`src/rtl/assert_macros.svh`:
```
// Assertion helpers; every use expects clk and rst_n in scope.
`ifndef ASSERT_MACROS_SVH
`define ASSERT_MACROS_SVH

// Plain invariant, checked at every clock edge out of reset.
`define SIDT_ASSERT(lbl, expr, msg) \
  lbl: assert property (@(posedge clk) disable iff (!rst_n) (expr)) else $error(msg);

// Same-cycle implication.
`define SIDT_ASSERT_IMPL(lbl, ante, cons, msg) \
  lbl: assert property (@(posedge clk) disable iff (!rst_n) (ante) |-> (cons)) \
    else $error(msg);

// Next-cycle implication.
`define SIDT_ASSERT_NEXT(lbl, ante, cons, msg) \
  lbl: assert property (@(posedge clk) disable iff (!rst_n) (ante) |=> (cons)) \
    else $error(msg);

`endif

```
`src/rtl/sidt_pkg.sv`:
```
`default_nettype none
package sidt_pkg;

  localparam int TABLE_DEPTH = 16;
  localparam int IDX_W       = $clog2(TABLE_DEPTH);
  localparam int CNT_W       = $clog2(TABLE_DEPTH + 1);
  localparam int ENTRIES_W   = 5;
  localparam int CFG_ADDR_W  = 3;

  localparam logic REQ_DISPATCH    = 1'b1;
  localparam logic CFG_IDX_WILDCARD = 1'b0;

  typedef enum logic [1:0] {
    STAT_REGISTERED = 2'd0,
    STAT_FULL       = 2'd1,
    STAT_MATCH      = 2'd2,
    STAT_NO_MATCH   = 2'd3
  } status_t;

  typedef enum logic {
    OP_REGISTER = 1'b0,
    OP_DISPATCH = 1'b1
  } op_t;

  typedef enum logic [2:0] {
    ST_IDLE,
    ST_INS_CMP,
    ST_INS_PUT,
    ST_DSP_CHK,
    ST_DSP_END
  } state_t;

  typedef struct packed {
    logic              req_type;
    logic signed [31:0] order_key;
    logic [7:0]        event_code;
    logic [7:0]        target_id;
  } in_t;

  typedef struct packed {
    logic [1:0]           status;
    logic [7:0]           matched_id;
    logic                 is_last;
    logic [ENTRIES_W-1:0] entries_used;
  } out_t;

  typedef struct packed {
    logic signed [31:0] key;
    logic [7:0]         event_code;
    logic [7:0]         target;
  } entry_t;

  typedef struct packed {
    op_t    op;
    entry_t entry;
  } cmd_t;

endpackage
`default_nettype wire

```
`src/rtl/sorted_irq_dispatch_table.sv`:
```
// Register beat: ST_INS_CMP shifts each entry with a larger key up one slot, then
// ST_INS_PUT stores the new entry and emits; a full table answers STAT_FULL from idle.
// Dispatch beat: ST_DSP_CHK checks each stored entry, ST_DSP_END emits the last result.
// Throughput: walks one entry per cycle unless stalled; 2-beat queue in front.
// Reset (synchronous, rst_n low) empties the table count, queue and output and sets
// wildcard_event to 0; the table memory itself is not cleared.
`default_nettype none
module sorted_irq_dispatch_table (
  input  wire logic                          clk,
  input  wire logic                          rst_n,
  input  wire logic                          in_valid,
  output logic                               in_stall,
  input  sidt_pkg::in_t                      in_data,
  output logic                               out_valid,
  input  wire logic                          out_stall,
  output sidt_pkg::out_t                     out_data,
  input  wire logic                          psel,
  input  wire logic                          penable,
  input  wire logic                          pwrite,
  input  wire logic [sidt_pkg::CFG_ADDR_W-1:0] paddr,
  input  wire logic [31:0]                   pwdata,
  output logic [31:0]                        prdata,
  output logic                               pready
);

  logic [7:0]     wildcard_r;
  logic           cfg_wr;
  logic           cmd_valid, cmd_pop;
  sidt_pkg::cmd_t cmd;

  assign pready = 1'b1;
  // register index is the word address bit
  assign cfg_wr = psel && penable && pwrite && pready &&
                  (paddr[2] == sidt_pkg::CFG_IDX_WILDCARD);
  assign prdata = (paddr[2] == sidt_pkg::CFG_IDX_WILDCARD) ? {24'd0, wildcard_r} : 32'd0;

  always_ff @(posedge clk) begin
    if (!rst_n) begin
      wildcard_r <= 8'd0;
    end else if (cfg_wr) begin
      wildcard_r <= pwdata[7:0];
    end
  end

  sidt_front u_front (
    .clk       (clk),
    .rst_n     (rst_n),
    .in_valid  (in_valid),
    .in_stall  (in_stall),
    .in_data   (in_data),
    .cmd_valid (cmd_valid),
    .cmd       (cmd),
    .cmd_pop   (cmd_pop)
  );

  sidt_back u_back (
    .clk            (clk),
    .rst_n          (rst_n),
    .cmd_valid      (cmd_valid),
    .cmd            (cmd),
    .cmd_pop        (cmd_pop),
    .wildcard_event (wildcard_r),
    .out_valid      (out_valid),
    .out_stall      (out_stall),
    .out_data       (out_data)
  );

endmodule
`default_nettype wire

```
`src/rtl/sidt_front.sv`:
```
`default_nettype none
module sidt_front (
  input  wire logic         clk,
  input  wire logic         rst_n,
  input  wire logic         in_valid,
  output logic              in_stall,
  input  sidt_pkg::in_t     in_data,
  output logic              cmd_valid,
  output sidt_pkg::cmd_t    cmd,
  input  wire logic         cmd_pop
);

  sidt_pkg::cmd_t q_r [2];
  sidt_pkg::cmd_t cls;
  logic       wr_ptr_r, wr_ptr_nxt;
  logic       rd_ptr_r, rd_ptr_nxt;
  logic [1:0] fill_r, fill_nxt;
  logic       push, pop;

  always_comb begin
    cls.op           = (in_data.req_type == sidt_pkg::REQ_DISPATCH) ?
                       sidt_pkg::OP_DISPATCH : sidt_pkg::OP_REGISTER;
    cls.entry.key        = in_data.order_key;
    cls.entry.event_code = in_data.event_code;
    cls.entry.target     = in_data.target_id;
  end

  assign in_stall  = (fill_r == 2'd2);
  assign cmd_valid = (fill_r != 2'd0);
  assign cmd       = q_r[rd_ptr_r];
  assign push      = in_valid && !in_stall;
  assign pop       = cmd_pop && cmd_valid;

  always_comb begin
    wr_ptr_nxt = push ? ~wr_ptr_r : wr_ptr_r;
    rd_ptr_nxt = pop ? ~rd_ptr_r : rd_ptr_r;
    fill_nxt   = fill_r + {1'b0, push} - {1'b0, pop};
  end

  always_ff @(posedge clk) begin
    if (!rst_n) begin
      wr_ptr_r <= 1'b0;
      rd_ptr_r <= 1'b0;
      fill_r   <= 2'd0;
    end else begin
      wr_ptr_r <= wr_ptr_nxt;
      rd_ptr_r <= rd_ptr_nxt;
      fill_r   <= fill_nxt;
    end
  end

  always_ff @(posedge clk) begin
    if (push) begin
      q_r[wr_ptr_r] <= cls;
    end
  end

endmodule
`default_nettype wire

```
`src/rtl/sidt_back.sv`:
```
`default_nettype none
`include "assert_macros.svh"
module sidt_back (
  input  wire logic         clk,
  input  wire logic         rst_n,
  input  wire logic         cmd_valid,
  input  sidt_pkg::cmd_t    cmd,
  output logic              cmd_pop,
  input  wire logic [7:0]   wildcard_event,
  output logic              out_valid,
  input  wire logic         out_stall,
  output sidt_pkg::out_t    out_data
);

  localparam int IDX_W = sidt_pkg::IDX_W;
  localparam int CNT_W = sidt_pkg::CNT_W;

  sidt_pkg::entry_t mem [sidt_pkg::TABLE_DEPTH];
  sidt_pkg::entry_t rd_data_r;
  sidt_pkg::entry_t wr_data;
  logic [IDX_W-1:0] rd_addr, wr_addr;
  logic             we;

  sidt_pkg::state_t state_r, state_nxt;
  logic [IDX_W-1:0] idx_r, idx_nxt;
  logic [CNT_W-1:0] count_r, count_nxt, count_m1;
  sidt_pkg::cmd_t   cmd_r, cmd_nxt;
  logic             pend_valid_r, pend_valid_nxt;
  logic [7:0]       pend_id_r, pend_id_nxt;

  logic             out_valid_r;
  sidt_pkg::out_t   out_r;
  logic             out_free, emit, hit;
  sidt_pkg::status_t emit_status;
  logic [7:0]       emit_id;
  logic             emit_last;
  logic             in_insert, put_go;

  assign out_free  = !out_valid_r || !out_stall;
  assign count_m1  = count_r - CNT_W'(1);
  assign hit       = (rd_data_r.event_code == cmd_r.entry.event_code) ||
                     (rd_data_r.event_code == wildcard_event);
  assign out_valid = out_valid_r;
  assign out_data  = out_r;
  assign in_insert = (state_r == sidt_pkg::ST_INS_CMP) || (state_r == sidt_pkg::ST_INS_PUT);
  assign put_go    = (state_r == sidt_pkg::ST_INS_PUT) && out_free;

  always_comb begin
    state_nxt      = state_r;
    idx_nxt        = idx_r;
    count_nxt      = count_r;
    cmd_nxt        = cmd_r;
    pend_valid_nxt = pend_valid_r;
    pend_id_nxt    = pend_id_r;
    cmd_pop        = 1'b0;
    rd_addr        = idx_r;
    we             = 1'b0;
    wr_addr        = idx_r;
    wr_data        = rd_data_r;
    emit           = 1'b0;
    emit_status    = sidt_pkg::STAT_REGISTERED;
    emit_id        = 8'd0;
    emit_last      = 1'b1;
    case (state_r)
      sidt_pkg::ST_IDLE: begin
        if (cmd_valid) begin
          if (cmd.op == sidt_pkg::OP_REGISTER) begin
            if (count_r == CNT_W'(sidt_pkg::TABLE_DEPTH)) begin
              if (out_free) begin
                cmd_pop     = 1'b1;
                emit        = 1'b1;
                emit_status = sidt_pkg::STAT_FULL;
              end
            end else begin
              cmd_pop = 1'b1;
              cmd_nxt = cmd;
              idx_nxt = IDX_W'(count_r);
              if (count_r == '0) begin
                state_nxt = sidt_pkg::ST_INS_PUT;
              end else begin
                rd_addr   = IDX_W'(count_m1);
                state_nxt = sidt_pkg::ST_INS_CMP;
              end
            end
          end else begin
            if (count_r == '0) begin
              if (out_free) begin
                cmd_pop     = 1'b1;
                emit        = 1'b1;
                emit_status = sidt_pkg::STAT_NO_MATCH;
              end
            end else begin
              cmd_pop        = 1'b1;
              cmd_nxt        = cmd;
              idx_nxt        = '0;
              rd_addr        = '0;
              pend_valid_nxt = 1'b0;
              state_nxt      = sidt_pkg::ST_DSP_CHK;
            end
          end
        end
      end
      sidt_pkg::ST_INS_CMP: begin
        // rd_data_r holds entry idx-1; shift it up while its key is larger
        if ($signed(rd_data_r.key) > $signed(cmd_r.entry.key)) begin
          we      = 1'b1;
          wr_data = rd_data_r;
          idx_nxt = idx_r - IDX_W'(1);
          if (idx_r == IDX_W'(1)) begin
            state_nxt = sidt_pkg::ST_INS_PUT;
          end else begin
            rd_addr = idx_r - IDX_W'(2);
          end
        end else begin
          state_nxt = sidt_pkg::ST_INS_PUT;
        end
      end
      sidt_pkg::ST_INS_PUT: begin
        if (out_free) begin
          we          = 1'b1;
          wr_data     = cmd_r.entry;
          count_nxt   = count_r + CNT_W'(1);
          emit        = 1'b1;
          emit_status = sidt_pkg::STAT_REGISTERED;
          state_nxt   = sidt_pkg::ST_IDLE;
        end
      end
      sidt_pkg::ST_DSP_CHK: begin
        // one match is held back so the final one can carry is_last
        if (!(hit && pend_valid_r && !out_free)) begin
          if (hit) begin
            if (pend_valid_r) begin
              emit        = 1'b1;
              emit_status = sidt_pkg::STAT_MATCH;
              emit_id     = pend_id_r;
              emit_last   = 1'b0;
            end
            pend_valid_nxt = 1'b1;
            pend_id_nxt    = rd_data_r.target;
          end
          if (idx_r == IDX_W'(count_m1)) begin
            state_nxt = sidt_pkg::ST_DSP_END;
          end else begin
            idx_nxt = idx_r + IDX_W'(1);
            rd_addr = idx_r + IDX_W'(1);
          end
        end
      end
      sidt_pkg::ST_DSP_END: begin
        if (out_free) begin
          emit           = 1'b1;
          emit_status    = pend_valid_r ? sidt_pkg::STAT_MATCH : sidt_pkg::STAT_NO_MATCH;
          emit_id        = pend_valid_r ? pend_id_r : 8'd0;
          pend_valid_nxt = 1'b0;
          state_nxt      = sidt_pkg::ST_IDLE;
        end
      end
      default: begin
        state_nxt = sidt_pkg::ST_IDLE;
      end
    endcase
  end

  always_ff @(posedge clk) begin
    if (!rst_n) begin
      state_r      <= sidt_pkg::ST_IDLE;
      count_r      <= '0;
      pend_valid_r <= 1'b0;
      out_valid_r  <= 1'b0;
    end else begin
      state_r      <= state_nxt;
      count_r      <= count_nxt;
      pend_valid_r <= pend_valid_nxt;
      if (emit) begin
        out_valid_r <= 1'b1;
      end else if (!out_stall) begin
        out_valid_r <= 1'b0;
      end
    end
  end

  always_ff @(posedge clk) begin
    idx_r     <= idx_nxt;
    cmd_r     <= cmd_nxt;
    pend_id_r <= pend_id_nxt;
    if (emit) begin
      out_r.status       <= emit_status;
      out_r.matched_id   <= emit_id;
      out_r.is_last      <= emit_last;
      out_r.entries_used <= sidt_pkg::ENTRIES_W'(count_nxt);
    end
  end

  always_ff @(posedge clk) begin
    if (we) begin
      mem[wr_addr] <= wr_data;
    end
    rd_data_r <= mem[rd_addr];
  end

  `SIDT_ASSERT(a_count_bound, count_r <= CNT_W'(sidt_pkg::TABLE_DEPTH), "entry count overflow")
  `SIDT_ASSERT_IMPL(a_we_insert_only, we, in_insert, "table written outside insert")
  `SIDT_ASSERT_IMPL(a_emit_room, emit, out_free, "result emitted into a busy output register")
  `SIDT_ASSERT_NEXT(a_put_counts, put_go, count_r == $past(count_r) + CNT_W'(1), "count not bumped")

endmodule
`default_nettype wire
```
`config.mk`:
```
export PLATFORM = sky130hd
export DESIGN_NAME = sorted_irq_dispatch_table
export DESIGN_NICKNAME = d
export VERILOG_FILES = /design/src/rtl/sidt_pkg.sv /design/src/rtl/sorted_irq_dispatch_table.sv /design/src/rtl/sidt_front.sv /design/src/rtl/sidt_back.sv
export VERILOG_INCLUDE_DIRS = /design/src /design/src/rtl
export SDC_FILE = /design/constraint.sdc
export NUM_CORES = 1
export LEC_CHECK = 0
export BUFFER_PORTS_ARGS = -buffer_cell sky130_fd_sc_hd__buf_2
export CORE_ASPECT_RATIO = 1.1
export CORE_MARGIN = 1
export CORE_UTILIZATION = 35
export CTS_CLUSTER_SIZE = 16
export DETAILED_ROUTE_END_ITERATION = 6
export GPL_TIMING_DRIVEN = 1
export HOLD_SLACK_MARGIN = 0.15
export PLACE_DENSITY = 0.6
export SLEW_MARGIN = 30
export SYNTH_ARGS = -nofsm -noshare
export SYNTH_HDL_FRONTEND = slang
export SYNTH_SLANG_ARGS = --single-unit
```
`constraint.sdc`:
```
create_clock -name clk -period 10.2 [get_ports clk]
set_clock_uncertainty 0.2 [all_clocks]
set_input_delay 2.04 -clock clk [delete_from_list [all_inputs] [get_ports clk]]
set_output_delay 2.04 -clock clk [all_outputs]
set_load 0.1 [all_outputs]
```
* Word-level counts from Yosys, hierarchy flattened
Memories as Yosys holds them, arrays and structs flattened. A register that Yosys moved wholly into a read port is not among the register bits.
Index checks and enable logic that the tools add are counted.
** Storage, ports and cells
- Memories kept :: 2
- RAM bits :: 866
- Word-level logic and storage cells :: 167
- Input bits :: 91
- Register bits after elaboration :: 98
** Cells by class
- Equal/unequal tests :: 25
- Bitwise operators :: 6
- Add/subtract/negate cells :: 7
- Magnitude comparators :: 1
- Muxes and demuxes :: 84
- Reduce and logical (&&, ||, !) cells :: 25
** Memories
- u_back.mem :: words 16, width 48, read ports 1, clocked after Yosys merged registers in 1, write ports 1, line sidt_back.sv:18 : sidt_pkg::entry_t mem [sidt_pkg::TABLE_DEPTH];
- u_front.q_r :: words 2, width 49, read ports 1, clocked after Yosys merged registers in 1, write ports 1, line sidt_front.sv:13 : sidt_pkg::cmd_t q_r [2];
** Operators with widths (count)
- 48-bit 2-to-1 mux :: 5
- 4-bit 2-to-1 mux :: 13
- 8-bit 2-to-1 mux :: 5
- 32-bit greater-than comparator :: 1
- 1-bit 2-to-1 mux :: 32
- 3-bit 2-to-1 mux :: 9
- 4-bit one-hot mux with 3 select lines :: 2
- 2-bit 2-to-1 mux :: 10
- 8-bit == test :: 2
- 8-bit one-hot mux with 2 select lines :: 1
- 2-bit by 1-bit != test with 1-bit output, second input constant :: 7
- 7-bit AND reduction :: 2
- 3-bit one-hot mux with 4 select lines :: 1
- 5-bit 2-to-1 mux :: 2
- 2-bit != test, second input constant :: 5
- 4-bit AND reduction :: 2
- 4-bit by 1-bit subtractor with 4-bit output, second input constant :: 2
- 1-bit logical AND :: 7
- 3-bit by 2-bit == test with 1-bit output, second input constant :: 2
- 3-bit != test, second input constant :: 2
- 1-bit inverter :: 6
- 1-bit one-hot mux with 3 select lines :: 2
- 2-bit one-hot mux with 3 select lines :: 1
- 3-bit nonzero test :: 2
- 21 further kinds :: 25

* Longest topological paths before layout
- Depth after elaboration :: 10
- Depth in mapped cells :: 16

* Hierarchy
A second synthesis with hierarchy kept.
** Second synthesis, totals
- Cell total of the unflattened synthesis :: 1999
- Area total of the unflattened synthesis :: 39783.2 µm²
** Modules (own cells, without submodules)
- sidt_back :: cells each 1749, area each 35368.9 µm², times used 1
- sidt_front :: cells each 179, area each 3817.4 µm², times used 1
- sorted_irq_dispatch_table :: cells each 71, area each 596.8 µm², times used 1

* Worst setup path after synthesis
OpenSTA, ideal clock, no wires.
- Kind :: input -> register
- Start :: input port out_stall
- End :: memory u_back.mem[0][0] in the netlist's numbering, enable pin
- Arrival time :: 6.450 ns
- Path buffers :: 2
- Library setup time :: 0.513 ns
- Stages on the path :: 7
- Slack :: 3.037 ns
- Path through :: and2_1 -> clkbuf_1 -> or3_1 -> clkbuf_1 -> o31ai_1 -> nand2_1 -> nor3_1
** On the way
- Word-level cells in the longest chain between the ends :: 6
** Ends and longest elaborated chain
- start: declaration :: line sorted_irq_dispatch_table.sv:15 : input wire logic out_stall,
- 1-bit zero test :: line sidt_back.sv:39 : assign out_free = !out_valid_r || !out_stall;
- 1-bit logical OR :: line sidt_back.sv:39
- 1-bit 2-to-1 mux :: line sidt_back.sv:119 : if (out_free) begin
- 1-bit one-hot mux with 2 select lines :: line sidt_back.sv:64 : case (state_r)
- 1-bit 2-to-1 mux :: line sidt_back.sv:195 : if (we) begin
- 1-bit 2-to-1 mux (not written as such) :: line sidt_back.sv:196 : mem[wr_addr] <= wr_data;
- end: declaration :: line sidt_back.sv:18
Every way passes these cells.

* Worst setup path in the final report
- Start :: input port out_stall
- End :: register, netlist name u_back.rd_data_r[34]
** On the way
- Word-level cells in the longest chain between the ends :: 6
** Ends and longest elaborated chain
- 1-bit zero test :: line sidt_back.sv:39
- 1-bit logical OR :: line sidt_back.sv:39
- 1-bit zero test :: line sidt_back.sv:130 : if (!(hit && pend_valid_r && !out_free)) begin
- 1-bit logical AND :: line sidt_back.sv:130
- 4-bit 2-to-1 mux
- 4-bit one-hot mux with 3 select lines :: line sidt_back.sv:64
Every way passes these cells.
A chain may end at the register's enable or synchronous reset.

==> reports/metrics.yaml <==
status:
  outcome: "finished, final reports clean"
drt:
  ant_nets: 0
  avgViaCountPerCell: 5.16
  drt_iter0_markers: 2017
  firstDrtPassIters: 6
  wirelength_um: 92700
  wl_per_cell_um: 22.5
  num_vias: 21200
  drc_errors: 0
floorplan:
  die_area_sq_um: 115000
  die_h_um: 356
  ios: 142
  core_area_sq_um: 113000
  die_w_um: 324
  start_util_pct: 35.3
  fp-row-count: 129
critical_path:
  rrSetupSlack_ns: 4.21
  cp-end-kind: "flip-flop"
  critPathSlowestCell: "buf_4"
  crit_chain: "buf_2, and2_1, nand2_1, o2111ai_1, nand3_1, a31oi_1, nand3_1, nand2_8, buf_4, mux2i_1, o22ai_1, or4_1"
  slowest_delay_ns: 0.81
  critPathMaxFanout: 81
  critPathLaunchType: "primary input"
  worstPathArrival_ns: 6.36
  worstSetupPathType: "in2reg"
  worstPathRequired_ns: 10.54
  crit_top_cell: "nand3_1"
cts:
  htreeDepth: 3
  numCtsBuffers: 102
  post_cts_resized: 0
  ctsLongestPathBuffers: 3
  cts-hold-fix-buffers: 0
  clkTransAtPathRegs_ns: 0.06
  cts_num_sinks: 1013
  cts_tree: "yes"
  clk_latency_ns: 0.67
  root_buffer: "clkbuf_16"
  post_cts_buffers: 0
synth:
  yosys.area.top_type: "edfxtp_1"
  yosys_register_bits: 1013
  synth_area_leaders: "edfxtp_1, mux2i_1, dfxtp_1"
  synth.distinct_cells: 69
  avgSynthCellArea_sq_um: 16.6
  yosysMostFrequentCell: "edfxtp_1"
  synth_async_sr_flop_share_pct: 0
  synth_top_area_share_pct: 71.0
  synthFlopType: "edfxtp_1"
  ys_top_cells_by_count: "edfxtp_1, mux2i_1, o22ai_1"
  synth_enable_flop_cells: 942
  yosys_warnings: 0
  synth_area_sq_um: 39800
  syn_inst: 2392
  yosysSeqAreaShare_pct: 74.6
timing:
  fmax_ghz: 0.166
  rsz0062_at_grt: "false"
  fin_tns_setup_ns: 0
  hold_viol_final: 0
  setup_viol: 0
  period_minus_slack_ns: 6.02
  finalMaxSlewViolations: 0
  worst_slew_pin_slew_ns: 1.02
  relSlewSlack_pct: 32.3
  finalCritPeriodShare_pct: 59.1
global_routing:
  antenna_found_initial: 0
  grt-ovfl-total: 0
  grt_usage_pct: 15.9
  grt_max_degree: 106
  grt_pass1_vias: 21100
  grt_pass1_wl_um: 135000
placement:
  gp_congestion: 0.842
  io_buffers: 90
  place.detailed.hpwl_um: 47900
pwr:
  powerDensity_nw_per_um2: 348
  ir_drop_mv: 0.330
  leakagePower_nw: 16.2
  power.total_w: 0.0159
layout:
  areaGrowthSynthToFinish_pct: 14.6
  fillers: 10100
  diodes: 0
  nets: 2653
  drive_above_1_share_pct: 15.2
flow_run:
  max-cap-violations: 0
min_path:
  hp-class: "reg2reg"
## worst max-delay path: cells and delay by family
kind                   cells  cell delay (ns)
muxes                      1             0.29
and+or+nand+nor            6             2.34
buffers and inverters      2             0.90
AOI/OAI and AO/OA          3             0.62
## final timing paths
path | end | startpoint | cells past startpoint
worst max register to register | u_back.rd_data_r[34] | u_back.cmd_r[42] | 13
worst max-delay path | u_back.rd_data_r[34] | out_stall | 12
worst min-delay path | u_back.pend_id_r[3] | u_back.rd_data_r[3] | 0
worst min register to register | u_back.pend_id_r[3] | u_back.rd_data_r[3] | 0
## metal layers
layer | track usage, % | wire length (um) | up-vias
li1 | - | - | 9584
met1 | 22.3 | 41000 | 10800
met2 | 25.2 | 42800 | 737
met3 | 2.56 | 6000 | 161
met4 | 5.29 | 2900 | 0
met5 | 0 | 0 | -
## cells by family (layout without fill, tap and decap cells)
logic type                 after synthesis  count (layout)  synth area share [%]
AOI/OAI and AO/OA                      332             332                  5.30
other                                    2              25                0.0189
buffers and inverters                  191             383                  2.37
xor gates and xnor gates                30              30                 0.695
adders and majority gates               43              43                  1.35
and+or+nand+nor                        339             339                  4.37
muxes                                  442             442                  11.3
DFF                                   1013            1013                  74.6
## state kept, by name (all words and copies together) (netlist names), 5 cells and up, named ones only
signal            count
u_back.rd_data_r     48
u_back.count_r        5
wildcard_r            8
u_back.mem          768
u_back.out_data      16
u_back.pend_id_r      8
u_back.cmd_r         48
u_front.q_r          98
## layout make-up
type | count | area, sq um | area share, %
Clock buffer | 147 | 2900 | 6.36
Clock inverter | 45 | 439 | 0.962
Inverter | 47 | 176 | 0.387
Multi-Input combinational cell | 1211 | 9490 | 20.8
Sequential cell | 1013 | 29700 | 65.1
Tap cell | 1506 | 1880 | 4.13
Timing Repair Buffer | 144 | 1020 | 2.24
## power by group
part,internal [W],leakage [nW],switching (W)
logic,0.00225,5.43,0.00396
clock network,0.00213,1.63,0.00152
registers,0.00577,9.18,0.000251
## cell usage in the layout, fill, tap and decap left out, drive strengths merged, types with 3 or more instances in the layout
cell type    n
edfxtp     942
mux2i      389
o22ai      189
clkbuf     147
buf        144
nand2      140
dfxtp       71
o21ai       54
mux2        53
or4         50
inv         49
ha          43
nor2        40
clkinv      35
a21oi       28
conb        25
and2        23
xor2        20
nand3       15
nor3        15
nor2b       13
a21boi      12
xnor2        9
nand4        9
nand2b       7
or3          7
o211ai       6
a21o         6
bufinv       6
nor4         6
a31oi        4
a221oi       4
a211oi       3
a211o        3
nor3b        3
o2111ai      3
o21a         3
## per-stage QoR
step                      cell area, sq um  instances  utilization [%]  hold WS (ns)  setup slack [ns]
after CTS                            45500       4111             40.4         0.264              4.16
after global placement               42000       3913             37.3         0.243              3.61
after floorplan                      39900       2415                -         0.208              3.04
after detailed placement             42200       3919             37.4         0.250              3.51
after global routing                 45600       4113             40.5         0.275              3.85
final                                45600       4113             40.5         0.256              4.18
(Power assumes the default switching activity.)
